### src/rtl/core/mtm_pkg.sv
// ----------------------------------------------------------------------------
// mtm_pkg: shared types and constants for the MUS to MIDI event transcoder
// Result kinds, parser phases, the job handed from front to back, the result
// beat, and the MUS controller lookup.
// ----------------------------------------------------------------------------
`timescale 1ns / 1ps
`default_nettype none

package mtm_pkg;

  localparam int NUM_TRACKS = 16;
  localparam int JOB_DEPTH  = 2;
  localparam int OUT_DEPTH  = 2;

  localparam logic [4:0] UNMAPPED  = 5'h10;
  localparam logic [4:0] PERC_MIDI = 5'd9;
  localparam logic [4:0] MIDI_LAST = 5'd15;
  localparam logic [4:0] SKIP_FROM = 5'd8;
  localparam logic [4:0] SKIP_TO   = 5'd10;
  localparam logic [3:0] PERC_MUS  = 4'd15;

  localparam logic [7:0] ST_NOTE = 8'h90;
  localparam logic [7:0] ST_BEND = 8'hE0;
  localparam logic [7:0] ST_CTRL = 8'hB0;
  localparam logic [7:0] ST_PROG = 8'hC0;
  localparam logic [7:0] DEF_VEL = 8'd64;
  localparam logic [7:0] CTL_MAX  = 8'd14;
  localparam logic [7:0] CTL_MONO = 8'd12;

  // MUS event types
  localparam logic [2:0] ET_OFF  = 3'd0;
  localparam logic [2:0] ET_ON   = 3'd1;
  localparam logic [2:0] ET_BEND = 3'd2;
  localparam logic [2:0] ET_CTRL = 3'd3;
  localparam logic [2:0] ET_CHG  = 3'd4;
  localparam logic [2:0] ET_BAD5 = 3'd5;
  localparam logic [2:0] ET_END  = 3'd6;
  localparam logic [2:0] ET_BAD7 = 3'd7;

  // configuration register indexes
  localparam logic REG_MELODIC = 1'b0;
  localparam logic REG_RUNSTAT = 1'b1;

  typedef enum logic [1:0] {
    KIND_DATA     = 2'd0,
    KIND_END      = 2'd1,
    KIND_CORRUPT  = 2'd2,
    KIND_CHANNELS = 2'd3
  } kind_t;

  typedef enum logic [7:0] {
    PH_EVENT  = 8'b0000_0001,
    PH_OFF    = 8'b0000_0010,
    PH_ON     = 8'b0000_0100,
    PH_BEND   = 8'b0000_1000,
    PH_CTRL   = 8'b0001_0000,
    PH_CHGSEL = 8'b0010_0000,
    PH_VALUE  = 8'b0100_0000,
    PH_TIME   = 8'b1000_0000
  } phase_t;

  // one job: optional varlen delta, then up to two literal bytes, or a halt
  typedef struct packed {
    logic [3:0]  track;
    kind_t       kind;
    logic [2:0]  dcnt;
    logic [31:0] delta;
    logic [1:0]  nb;
    logic [7:0]  b0;
    logic [7:0]  b1;
  } job_t;

  typedef struct packed {
    logic [3:0] track;
    logic [7:0] midi_byte;
    kind_t      kind;
    logic       last;
  } result_t;

  function automatic logic [7:0] ctl_map(input logic [3:0] idx);
    logic [7:0] r;
    unique case (idx)
      4'd0, 4'd1: r = 8'h00;
      4'd2:       r = 8'h01;
      4'd3:       r = 8'h07;
      4'd4:       r = 8'h0A;
      4'd5:       r = 8'h0B;
      4'd6:       r = 8'h5B;
      4'd7:       r = 8'h5D;
      4'd8:       r = 8'h40;
      4'd9:       r = 8'h43;
      4'd10:      r = 8'h78;
      4'd11:      r = 8'h7B;
      4'd12:      r = 8'h7E;
      4'd13:      r = 8'h7F;
      4'd14:      r = 8'h79;
      default:    r = 8'h00;
    endcase
    return r;
  endfunction

  // number of 7-bit groups in a MIDI variable-length quantity
  function automatic logic [2:0] varlen_len(input logic [31:0] v);
    logic [2:0] k;
    if (v[31:28] != '0)      k = 3'd5;
    else if (v[27:21] != '0) k = 3'd4;
    else if (v[20:14] != '0) k = 3'd3;
    else if (v[13:7] != '0)  k = 3'd2;
    else                     k = 3'd1;
    return k;
  endfunction

endpackage

`default_nettype wire

### src/rtl/core/mtm_fifo.sv
// ----------------------------------------------------------------------------
// mtm_fifo: small synchronous queue
// Register-array FIFO with full/empty flags, used between the stages.
// ----------------------------------------------------------------------------
`timescale 1ns / 1ps
`default_nettype none

module mtm_fifo #(
  parameter type item_t = logic,
  parameter int  DEPTH  = 2
) (
  input  wire logic  clk,
  input  wire logic  rst,
  input  wire logic  wr_en,
  input  item_t      wr_data,
  output logic       full,
  input  wire logic  rd_en,
  output item_t      rd_data,
  output logic       empty
);
  localparam int PW = (DEPTH > 1) ? $clog2(DEPTH) : 1;
  localparam int CW = $clog2(DEPTH + 1);
  localparam logic [PW-1:0] PTR_LAST = PW'(DEPTH - 1);
  localparam logic [CW-1:0] CNT_FULL = CW'(DEPTH);

  item_t         mem [DEPTH];
  logic [PW-1:0] wptr, rptr;
  logic [CW-1:0] count;
  logic          do_wr, do_rd;

  assign full    = (count == CNT_FULL);
  assign empty   = (count == '0);
  assign do_wr   = wr_en && !full;
  assign do_rd   = rd_en && !empty;
  assign rd_data = mem[rptr];

  always_ff @(posedge clk) begin
    if (rst) begin
      wptr  <= '0;
      rptr  <= '0;
      count <= '0;
    end else begin
      if (do_wr) wptr <= (wptr == PTR_LAST) ? '0 : wptr + 1'b1;
      if (do_rd) rptr <= (rptr == PTR_LAST) ? '0 : rptr + 1'b1;
      if (do_wr && !do_rd)      count <= count + 1'b1;
      else if (do_rd && !do_wr) count <= count - 1'b1;
    end
  end

  always_ff @(posedge clk) begin
    if (do_wr) mem[wptr] <= wr_data;
  end

endmodule

`default_nettype wire

### src/rtl/core/mtm_front.sv
// ----------------------------------------------------------------------------
// mtm_front: score parser
// Takes one score byte per beat, tracks channel binding and per-track state,
// and turns each byte into at most one job for the emitter.
// ----------------------------------------------------------------------------
`timescale 1ns / 1ps
`default_nettype none

module mtm_front (
  input  wire logic   clk,
  input  wire logic   rst,
  input  wire logic   push,
  output logic        full,
  input  wire logic [7:0] score_byte,
  input  wire logic   new_song,
  input  wire logic   cfg_we,
  input  wire logic   cfg_index,
  input  wire logic [3:0] cfg_data,
  output logic        job_push,
  output mtm_pkg::job_t job,
  input  wire logic   job_full
);
  import mtm_pkg::*;

  logic [3:0]  melodic;
  logic        rse;

  phase_t      phase, phase_next;
  logic [7:0]  cur_event, cur_event_next;
  logic [3:0]  cur_track, cur_track_next;
  logic [4:0]  chan_map [16];
  logic [3:0]  trk_of_ch [16];
  logic [4:0]  tiu;
  logic [4:0]  next_free, next_free_next;
  logic [7:0]  run_stat [NUM_TRACKS];
  logic [7:0]  velocity [NUM_TRACKS];
  logic [31:0] base [NUM_TRACKS];   // time total when track last wrote its delta
  logic [31:0] total;               // running time sum since song start
  logic [31:0] tgather, tgather_next, total_next;
  logic        stopped, stopped_next;

  logic        accept;
  logic        e_stopped;
  phase_t      e_phase;
  logic [4:0]  e_tiu, e_next_free;
  logic [31:0] e_total;
  logic [2:0]  et;
  logic [3:0]  ch;
  logic        mapped, bind_bad;
  logic [4:0]  bind_c;
  logic [3:0]  mc, t, cur_mc, ct;
  logic [31:0] delta;
  logic        do_bind, wr_rs, wr_vel, wr_base;
  logic [7:0]  rs_val;
  logic [3:0]  rs_idx;
  logic [7:0]  st;
  logic        st_emit;

  assign accept = push && !job_full;
  assign full   = job_full;

  assign e_stopped   = new_song ? 1'b0 : stopped;
  assign e_phase     = new_song ? PH_EVENT : phase;
  assign e_tiu       = new_song ? '0 : tiu;
  assign e_next_free = new_song ? '0 : next_free;
  assign e_total     = new_song ? '0 : total;

  assign et       = score_byte[6:4];
  assign ch       = score_byte[3:0];
  assign mapped   = !new_song && (chan_map[ch] != UNMAPPED);
  assign bind_c   = (ch == PERC_MUS) ? PERC_MIDI : e_next_free;
  assign bind_bad = (bind_c > MIDI_LAST) || e_tiu[4];
  assign mc       = mapped ? chan_map[ch][3:0] : bind_c[3:0];
  assign t        = mapped ? trk_of_ch[mc] : e_tiu[3:0];
  assign delta    = mapped ? (e_total - base[t]) : '0;
  assign ct       = cur_track;
  assign cur_mc   = chan_map[cur_event[3:0]][3:0];
  assign rs_idx   = (e_phase == PH_EVENT) ? t : ct;

  // highest melodic binding plus one, hopping over the percussion channel
  assign next_free_next = (do_bind && ch != PERC_MUS) ?
                          ((bind_c == SKIP_FROM) ? SKIP_TO : bind_c + 5'd1) : e_next_free;

  always_comb begin
    phase_next     = phase;
    cur_event_next = cur_event;
    cur_track_next = cur_track;
    tgather_next   = tgather;
    total_next     = e_total;
    stopped_next   = e_stopped;
    do_bind        = 1'b0;
    wr_rs          = 1'b0;
    wr_vel         = 1'b0;
    wr_base        = 1'b0;
    rs_val         = '0;
    st             = '0;
    st_emit        = 1'b0;
    job_push       = 1'b0;
    job            = '0;
    job.kind       = KIND_DATA;
    job.track      = ct;
    if (new_song) begin
      phase_next     = PH_EVENT;
      cur_event_next = '0;
      cur_track_next = '0;
      tgather_next   = '0;
    end
    if (accept && !e_stopped) begin
      unique case (e_phase)
        PH_EVENT: begin
          job_push = 1'b1;
          if (et == ET_END) begin
            job.kind     = KIND_END;
            job.track    = '0;
            stopped_next = 1'b1;
          end else if (!mapped && bind_bad) begin
            job.kind     = KIND_CHANNELS;
            job.track    = '0;
            stopped_next = 1'b1;
          end else begin
            do_bind        = !mapped;
            cur_track_next = t;
            cur_event_next = score_byte;
            if (et == ET_BAD5 || et == ET_BAD7) begin
              job.kind     = KIND_CORRUPT;
              job.track    = '0;
              stopped_next = 1'b1;
            end else begin
              wr_base    = 1'b1;
              job.track  = t;
              job.delta  = delta;
              job.dcnt   = varlen_len(delta);
              unique case (et)
                ET_OFF:  begin st = ST_NOTE | {4'h0, mc}; phase_next = PH_OFF;  end
                ET_ON:   begin st = ST_NOTE | {4'h0, mc}; phase_next = PH_ON;   end
                ET_BEND: begin st = ST_BEND | {4'h0, mc}; phase_next = PH_BEND; end
                ET_CTRL: begin st = ST_CTRL | {4'h0, mc}; phase_next = PH_CTRL; end
                default: phase_next = PH_CHGSEL;
              endcase
              if (et != ET_CHG) begin
                st_emit = !rse || !mapped || (run_stat[t] != st);
                wr_rs   = 1'b1;
                rs_val  = st;
                job.b0  = st;
                job.nb  = st_emit ? 2'd1 : 2'd0;
              end
            end
          end
        end
        PH_OFF: begin
          job_push   = 1'b1;
          job.nb     = 2'd2;
          job.b0     = score_byte;
          job.b1     = '0;
          phase_next = cur_event[7] ? PH_TIME : PH_EVENT;
          tgather_next = '0;
        end
        PH_ON: begin
          job_push = 1'b1;
          job.b0   = {1'b0, score_byte[6:0]};
          if (score_byte[7]) begin
            job.nb     = 2'd1;
            phase_next = PH_VALUE;
          end else begin
            job.nb       = 2'd2;
            job.b1       = velocity[ct];
            phase_next   = cur_event[7] ? PH_TIME : PH_EVENT;
            tgather_next = '0;
          end
        end
        PH_BEND: begin
          job_push     = 1'b1;
          job.nb       = 2'd2;
          job.b0       = {1'b0, score_byte[0], 6'b0};
          job.b1       = {1'b0, score_byte[7:1]};
          phase_next   = cur_event[7] ? PH_TIME : PH_EVENT;
          tgather_next = '0;
        end
        PH_CTRL: begin
          job_push = 1'b1;
          if (score_byte > CTL_MAX) begin
            job.kind     = KIND_CORRUPT;
            job.track    = '0;
            stopped_next = 1'b1;
          end else begin
            job.nb       = 2'd2;
            job.b0       = ctl_map(score_byte[3:0]);
            job.b1       = (score_byte == CTL_MONO) ? ({4'h0, melodic} + 8'd1) : 8'd0;
            phase_next   = cur_event[7] ? PH_TIME : PH_EVENT;
            tgather_next = '0;
          end
        end
        PH_CHGSEL: begin
          job_push = 1'b1;
          if (score_byte > CTL_MAX) begin
            job.kind     = KIND_CORRUPT;
            job.track    = '0;
            stopped_next = 1'b1;
          end else begin
            st      = (score_byte != '0) ? (ST_CTRL | {4'h0, cur_mc})
                                         : (ST_PROG | {4'h0, cur_mc});
            st_emit = !rse || (run_stat[ct] != st);
            wr_rs   = 1'b1;
            rs_val  = st;
            if (score_byte != '0) begin
              job.b0 = st_emit ? st : ctl_map(score_byte[3:0]);
              job.b1 = ctl_map(score_byte[3:0]);
              job.nb = st_emit ? 2'd2 : 2'd1;
            end else begin
              job.b0 = st;
              job.nb = st_emit ? 2'd1 : 2'd0;
            end
            job_push   = st_emit || (score_byte != '0);
            phase_next = PH_VALUE;
          end
        end
        PH_VALUE: begin
          job_push     = 1'b1;
          job.nb       = 2'd1;
          job.b0       = score_byte;
          wr_vel       = (cur_event[6:4] == ET_ON);
          phase_next   = cur_event[7] ? PH_TIME : PH_EVENT;
          tgather_next = '0;
        end
        PH_TIME: begin
          tgather_next = {tgather[24:0], 7'b0} + {25'b0, score_byte[6:0]};
          if (!score_byte[7]) begin
            total_next = e_total + tgather_next;
            phase_next = PH_EVENT;
          end
        end
        default: phase_next = PH_EVENT;
      endcase
    end
  end

  always_ff @(posedge clk) begin
    if (rst) begin
      melodic <= '0;
      rse     <= 1'b1;
    end else if (cfg_we) begin
      unique case (cfg_index)
        REG_MELODIC: melodic <= cfg_data;
        REG_RUNSTAT: rse     <= cfg_data[0];
        default: ;
      endcase
    end
  end

  always_ff @(posedge clk) begin
    if (rst) begin
      phase     <= PH_EVENT;
      cur_event <= '0;
      cur_track <= '0;
      tiu       <= '0;
      next_free <= '0;
      total     <= '0;
      tgather   <= '0;
      stopped   <= 1'b0;
      for (int i = 0; i < 16; i++) chan_map[i] <= UNMAPPED;
      for (int i = 0; i < NUM_TRACKS; i++) begin
        run_stat[i] <= '0;
        velocity[i] <= DEF_VEL;
      end
    end else if (accept) begin
      // new song clears per-channel and per-track state; this byte's own
      // binding or status write wins over the clear
      for (int i = 0; i < 16; i++) begin
        chan_map[i] <= (do_bind && ch == 4'(i)) ? bind_c
                     : (new_song ? UNMAPPED : chan_map[i]);
      end
      for (int i = 0; i < NUM_TRACKS; i++) begin
        run_stat[i] <= (wr_rs && rs_idx == 4'(i)) ? rs_val
                     : (new_song ? 8'd0 : run_stat[i]);
        velocity[i] <= (wr_vel && ct == 4'(i)) ? score_byte
                     : (new_song ? DEF_VEL : velocity[i]);
      end
      phase     <= phase_next;
      cur_event <= cur_event_next;
      cur_track <= cur_track_next;
      total     <= total_next;
      tgather   <= tgather_next;
      stopped   <= stopped_next;
      tiu       <= e_tiu + {4'b0, do_bind};
      next_free <= next_free_next;
    end
  end

  // payload stores, no reset
  always_ff @(posedge clk) begin
    if (accept && !e_stopped && do_bind) trk_of_ch[mc] <= t;
    if (accept && !e_stopped && (wr_base || do_bind)) base[t] <= e_total;
  end

  a_halt_stops: assert property (@(posedge clk) disable iff (rst)
    (job_push && accept && job.kind != KIND_DATA) |=> stopped)
    else $error("halt job without stop");
  a_data_nonempty: assert property (@(posedge clk) disable iff (rst)
    (job_push && accept && job.kind == KIND_DATA) |-> (job.dcnt != '0 || job.nb != '0))
    else $error("empty data job");
  a_tiu_range: assert property (@(posedge clk) disable iff (rst)
    tiu <= 5'(NUM_TRACKS))
    else $error("track count overflow");

endmodule

`default_nettype wire

### src/rtl/core/mtm_back.sv
// ----------------------------------------------------------------------------
// mtm_back: result emitter
// Unpacks each job into one or more result beats: delta groups first, then
// literal bytes, or a single status beat for a halt.
// ----------------------------------------------------------------------------
`timescale 1ns / 1ps
`default_nettype none

module mtm_back (
  input  wire logic    clk,
  input  wire logic    rst,
  input  wire logic    job_empty,
  input  mtm_pkg::job_t job,
  output logic         job_pop,
  input  wire logic    out_full,
  output logic         out_push,
  output mtm_pkg::result_t result
);
  import mtm_pkg::*;

  logic [2:0] idx;
  logic [2:0] n;
  logic [2:0] g;
  logic [2:0] bi;
  logic       is_last;

  assign n        = (job.kind != KIND_DATA) ? 3'd1 : job.dcnt + {1'b0, job.nb};
  assign is_last  = (idx == n - 3'd1);
  assign out_push = !job_empty && !out_full;
  assign job_pop  = out_push && is_last;
  assign g        = job.dcnt - 3'd1 - idx;
  assign bi       = idx - job.dcnt;

  always_comb begin
    result.track     = job.track;
    result.kind      = job.kind;
    result.last      = is_last;
    result.midi_byte = '0;
    if (job.kind == KIND_DATA) begin
      if (idx < job.dcnt) begin
        case (g)
          3'd0:    result.midi_byte = {1'b0, job.delta[6:0]};
          3'd1:    result.midi_byte = {1'b1, job.delta[13:7]};
          3'd2:    result.midi_byte = {1'b1, job.delta[20:14]};
          3'd3:    result.midi_byte = {1'b1, job.delta[27:21]};
          default: result.midi_byte = {1'b1, 3'b0, job.delta[31:28]};
        endcase
      end else begin
        result.midi_byte = (bi == 3'd0) ? job.b0 : job.b1;
      end
    end
  end

  always_ff @(posedge clk) begin
    if (rst) begin
      idx <= '0;
    end else if (out_push) begin
      idx <= is_last ? 3'd0 : idx + 3'd1;
    end
  end

  a_idx_range: assert property (@(posedge clk) disable iff (rst)
    !job_empty |-> (idx < n))
    else $error("beat index past job length");
  a_last_wraps: assert property (@(posedge clk) disable iff (rst)
    (out_push && result.last) |=> (idx == '0))
    else $error("index not reset after last beat");
  a_halt_single: assert property (@(posedge clk) disable iff (rst)
    (out_push && result.kind != KIND_DATA) |-> result.last)
    else $error("status beat not last");

endmodule

`default_nettype wire

### src/rtl/core/mus_to_midi_event_transcoder_core.sv
// ----------------------------------------------------------------------------
// mus_to_midi_event_transcoder_core: MUS score to track-tagged MIDI bytes
// Parser front, job queue, emitter back, result queue.
// ----------------------------------------------------------------------------
// A score byte's first result beat passes through the job queue register and
//   the result queue register before it shows on the result ports.
// Throughput: one score byte per cycle into the parser while the job queue is
//   not full; the emitter puts out one result beat per cycle unless res_full.
// Reset (rst, synchronous, active high) clears the queues, the song state and
//   sets melodic_channels to 0 and running_status_enable to 1; no clear pass.
`timescale 1ns / 1ps
`default_nettype none

module mus_to_midi_event_transcoder_core #(
  parameter int JOB_DEPTH = mtm_pkg::JOB_DEPTH,
  parameter int OUT_DEPTH = mtm_pkg::OUT_DEPTH
) (
  input  wire logic       clk,
  input  wire logic       rst,
  // score byte input, queue style
  input  wire logic       push,
  output logic            full,
  input  wire logic [7:0] score_byte,
  input  wire logic       new_song,
  // configuration writes
  input  wire logic       cfg_we,
  input  wire logic       cfg_index,
  input  wire logic [3:0] cfg_data,
  // result beats, queue style
  output logic            empty,
  input  wire logic       pop,
  output logic [3:0]      track,
  output logic [7:0]      midi_byte,
  output logic [1:0]      kind,
  output logic            last
);
  import mtm_pkg::*;

  job_t    job_wr, job_rd;
  logic    job_push, job_full, job_empty, job_pop;
  result_t res_wr, res_rd;
  logic    res_push, res_full;

  // front: parses each beat and hands at most one job per byte
  mtm_front u_front (
    .clk        (clk),
    .rst        (rst),
    .push       (push),
    .full       (full),
    .score_byte (score_byte),
    .new_song   (new_song),
    .cfg_we     (cfg_we),
    .cfg_index  (cfg_index),
    .cfg_data   (cfg_data),
    .job_push   (job_push),
    .job        (job_wr),
    .job_full   (job_full)
  );

  // decoupling queue: front keeps parsing while the back drains long events
  mtm_fifo #(.item_t(job_t), .DEPTH(JOB_DEPTH)) u_job_q (
    .clk     (clk),
    .rst     (rst),
    .wr_en   (job_push),
    .wr_data (job_wr),
    .full    (job_full),
    .rd_en   (job_pop),
    .rd_data (job_rd),
    .empty   (job_empty)
  );

  // back: one result beat per cycle from the head job while the result queue is not full
  mtm_back u_back (
    .clk       (clk),
    .rst       (rst),
    .job_empty (job_empty),
    .job       (job_rd),
    .job_pop   (job_pop),
    .out_full  (res_full),
    .out_push  (res_push),
    .result    (res_wr)
  );

  // output queue parts the emitter from a stalled consumer
  mtm_fifo #(.item_t(result_t), .DEPTH(OUT_DEPTH)) u_out_q (
    .clk     (clk),
    .rst     (rst),
    .wr_en   (res_push),
    .wr_data (res_wr),
    .full    (res_full),
    .rd_en   (pop),
    .rd_data (res_rd),
    .empty   (empty)
  );

  assign track     = res_rd.track;
  assign midi_byte = res_rd.midi_byte;
  assign kind      = res_rd.kind;
  assign last      = res_rd.last;

endmodule

`default_nettype wire

### config.mk
export PLATFORM = sky130hd
export DESIGN_NAME = mus_to_midi_event_transcoder_core
export DESIGN_NICKNAME = d
export VERILOG_FILES = /design/src/rtl/core/mtm_pkg.sv /design/src/rtl/core/mtm_fifo.sv /design/src/rtl/core/mtm_front.sv /design/src/rtl/core/mtm_back.sv /design/src/rtl/core/mus_to_midi_event_transcoder_core.sv
export SDC_FILE = /design/constraint.sdc
export NUM_CORES = 2
export LEC_CHECK = 0
export BUFFER_PORTS_ARGS = -buffer_cell sky130_fd_sc_hd__buf_2
export CORE_MARGIN = 2
export CORE_UTILIZATION = 40
export DETAILED_ROUTE_END_ITERATION = 10
export SETUP_SLACK_MARGIN = 0.5
export SLEW_MARGIN = 20
export SYNTH_ARGS = -nofsm -noshare
export SYNTH_HDL_FRONTEND = slang
export SYNTH_SLANG_ARGS = --single-unit
### constraint.sdc
create_clock -name clk -period 22.1 [get_ports clk]
set_input_delay 2.21 -clock clk [delete_from_list [all_inputs] [get_ports clk]]
set_output_delay 2.21 -clock clk [all_outputs]
set_load 0.01 [all_outputs]
==> impl_metrics.ini <==
[sta]
slew_viol_final = 0
setup_ws_ns = 9.37
slew_headroom_pct = 23.1
fin_setup_tns_ns = 0
rsz0062_at_grt = no
setup_viol = 0
max_slew.worst_pin.slew_ns = 1.15
skew_ns = 0.0435
post-route-min-period_ns = 12.73
period_share_pct = 57.6
final-hold-violation-count = 0
fmaxAchievable_mhz = 78.6

[worst_setup_path]
setup.worst_path.start_class = primary input
crit_arrival_ns = 13.18
worstPathMaxFanout = 125
setup.worst_path.class = primary input to flop
critical_path.endpoint_type = flop
rr_startpoint = u_front.chan_map[1][1]
critPathMaxStageDelay_ns = 0.70
data_required_time_of_the_worst_path_ns = 22.55
ff2ff_path_depth = 32
crit_path_top_delay_cell = buf_4
worst_setup_path_startpoint = score_byte[1]
crit_top_cell = o21ai_0

[outcome]
failing_checks = design-rule violations
run_status = finished with violations

[die]
fp.dieW_um = 375
start_util_pct = 40.1
core_area_um2 = 137000
die_y_extent_um = 375
row_count = 136
floorplan.io_pins = 36
die-area_um2 = 140000

[final_layout]
area_growth_syn_to_layout_pct = 11.7
fin_util_pct = 44.8
layout_commonest_cell = edfxtp_1
fillerInstances = 12300
layout.cells.most_common_list = edfxtp_1 (1060), nand2_1 (749), nor2_1 (418), nor3_1 (164), nand3_1 (142)
postLayoutCellArea_um2 = 61400
register_area_um2 = 34100
final_layout_size_suffix_gt1_share_pct = 12.5
multi_input_comb_area_um2 = 19500
design.final.nets = 4616

[logic_synthesis]
asyncSetResetFlopFracSynth_pct = 0
post_syn_area_per_cell_um2 = 12.1
synthesis.area_um2 = 55000
synth.ff_latch_count = 1174
synth_cells = 4544
synth_seq_area_share_pct = 62.0
synth-edff-count = 1060
yosys_warnings = 0
ys.flop_type = edfxtp_1
yosysUniqueCellTypes = 90

[power]
p_leak_nw = 21.3
peakVddDrop_uv = 66.8
power_density_nw_per_um2 = 99.5

[cts]
maximum_number_of_buffers_from_clock_root_to_sink = 3
cts_htree_levels = 4
ctsRootBufferMaster = clkbuf_16
worst_skew_pair.late_latency_ns = 0.78
cts_num_sinks = 1174
cts_post_setup_buffers_inserted = 0
resized_cells_post_cts = 0
cts-buffers-inserted = 130
cts.clk_slew.worst_paths_ns = 0.06
clock_tree_from_tritoncts = built
ctsHoldBuffers = 0

[routing]
detailedRoute.firstPassIterationCount = 9
avgViaCountPerCell = 5.96
drt_first_iter_violations = 4639
drt-total-wl_um = 165000
drt.antenna.violating_nets = 0
remaining_drc_errors = 2
wl_per_cell_um = 25.8
dr_total_vias = 38200

[global_routing]
grt_pass1_wl_um = 244000
grt.overflow.total = 0
grt_pass1_vias = 36600
grt_start_max_net_pins = 150
grt_antenna_before_repair = 8
global_route.usage.total_pct = 23.2

[job]
cap_viol_max_count = 0

[min_path]
min-delay-path-class = flop to flop
whs_path_depth = 2
hold_start = u_front.total[10]

[place]
placement.cell_area_um2 = 57300
detailedPlacementHpwl_um = 103000
buffer_ports.inserted = 35
worst_setup_slack_after_placement_ns = 8.79
finalWeightedCongestion = 0.907
## worst paths after layout
check                                           to  slack, ns
worst min register to register   u_front.total[10]       0.45
worst min-delay path             u_front.total[10]       0.45
worst max register to register  u_job_q.mem[0][52]      11.41
worst max-delay path            u_job_q.mem[0][52]       9.37
## critical path: cells and delay by family
| family | cells | cell delay (ns) |
|---|---|---|
| AO/OA/AOI/OAI | 19 | 5.70 |
| XOR/XNOR | 1 | 0.19 |
| buffers and inverters | 4 | 2.06 |
| AND/OR/NAND/NOR | 9 | 1.92 |
| adder cells (fa/ha/maj) | 2 | 0.98 |
## cells in the mapped netlist (19+ instances only)
cell | count | share of area [%]
a211oi_1 | 35 | 0.48
a21o_1 | 23 | 0.31
a21oi_1 | 131 | 1.2
a22oi_1 | 78 | 1.1
a311o_1 | 32 | 0.58
a311oi_1 | 99 | 1.6
a32oi_1 | 19 | 0.30
and2_1 | 19 | 0.22
and3_1 | 112 | 1.3
buf_1 | 25 | 0.17
clkbuf_1 | 275 | 1.9
dfxtp_1 | 114 | 4.1
edfxtp_1 | 1060 | 58
ha_1 | 86 | 2.0
inv_1 | 62 | 0.42
mux2_2 | 34 | 0.70
mux2i_1 | 104 | 1.9
mux4_2 | 119 | 4.9
nand2_1 | 749 | 5.1
nand2b_1 | 20 | 0.23
nand3_1 | 142 | 1.3
nand4_1 | 35 | 0.40
nor2_1 | 436 | 3.0
nor2b_1 | 63 | 0.72
nor3_1 | 166 | 1.5
o21ai_0 | 97 | 0.88
o31ai_1 | 36 | 0.49
or2_2 | 22 | 0.25
or3_1 | 32 | 0.36
xnor2_1 | 44 | 0.70
xor2_1 | 32 | 0.51
## kinds of logic after synthesis
kind of cell	share of synthesized area [%]
AND/OR/NAND/NOR	15.1
flip-flops	62.0
AO/OA/AOI/OAI	9.20
buffers and inverters	2.86
multiplexers	7.53
adder cells (fa/ha/maj)	2.10
XOR/XNOR	1.21
other	0.00682
## stage by stage
stage | cells | power, mW | hold WS, ns
floorplan | 4545 | 3.56 | 0.427
finish | 6406 | 6.11 | 0.450
global placement | 6169 | 4.01 | 0.435
detailed placement | 6169 | 4.03 | 0.447
CTS | 6402 | 6.14 | 0.453
global route | 6404 | 6.34 | 0.483
## metal layers
metal | GRT usage [%] | vias to the layer above | part of all wire, %
li1 | - | 17000 | -
met1 | 32.7 | 19200 | 43
met2 | 35.9 | 1691 | 46
met3 | 4.37 | 311 | 8.3
met4 | 8.06 | 2 | 3.4
met5 | 0 | - | 0.0073
## final cells by class
| type | count | share of cell area, % |
|---|---|---|
| inverter | 71 | 0.458 |
| multi-input combinational | 2973 | 31.8 |
| clock buffer | 161 | 5.63 |
| tap | 1794 | 3.65 |
| clock inverter | 72 | 1.11 |
| timing repair buffer | 157 | 1.80 |
| antenna | 4 | 0.0163 |
| sequential | 1174 | 55.5 |
## power breakdown
group          internal (mW)  total, mW  switching (mW)
registers               2.59       2.67          0.0728
clock network           1.19       2.12           0.927
logic                  0.432       1.33           0.893
total                   4.22       6.11            1.89
## sequential cells by signal, summed over array words and instances (netlist names), 5 cells and up, named ones only
| signal | cells |
|---|---|
| u_front.velocity | 128 |
| u_front.tiu | 5 |
| u_front.base | 512 |
| u_front.total | 32 |
| u_front.chan_map | 80 |
| u_front.next_free | 5 |
| u_front.phase | 8 |
| u_job_q.mem | 118 |
| u_front.cur_event | 8 |
| u_front.run_stat | 128 |
| u_out_q.mem | 30 |
| u_front.tgather | 25 |
| u_front.trk_of_ch | 64 |
(Power assumes the default switching activity.)
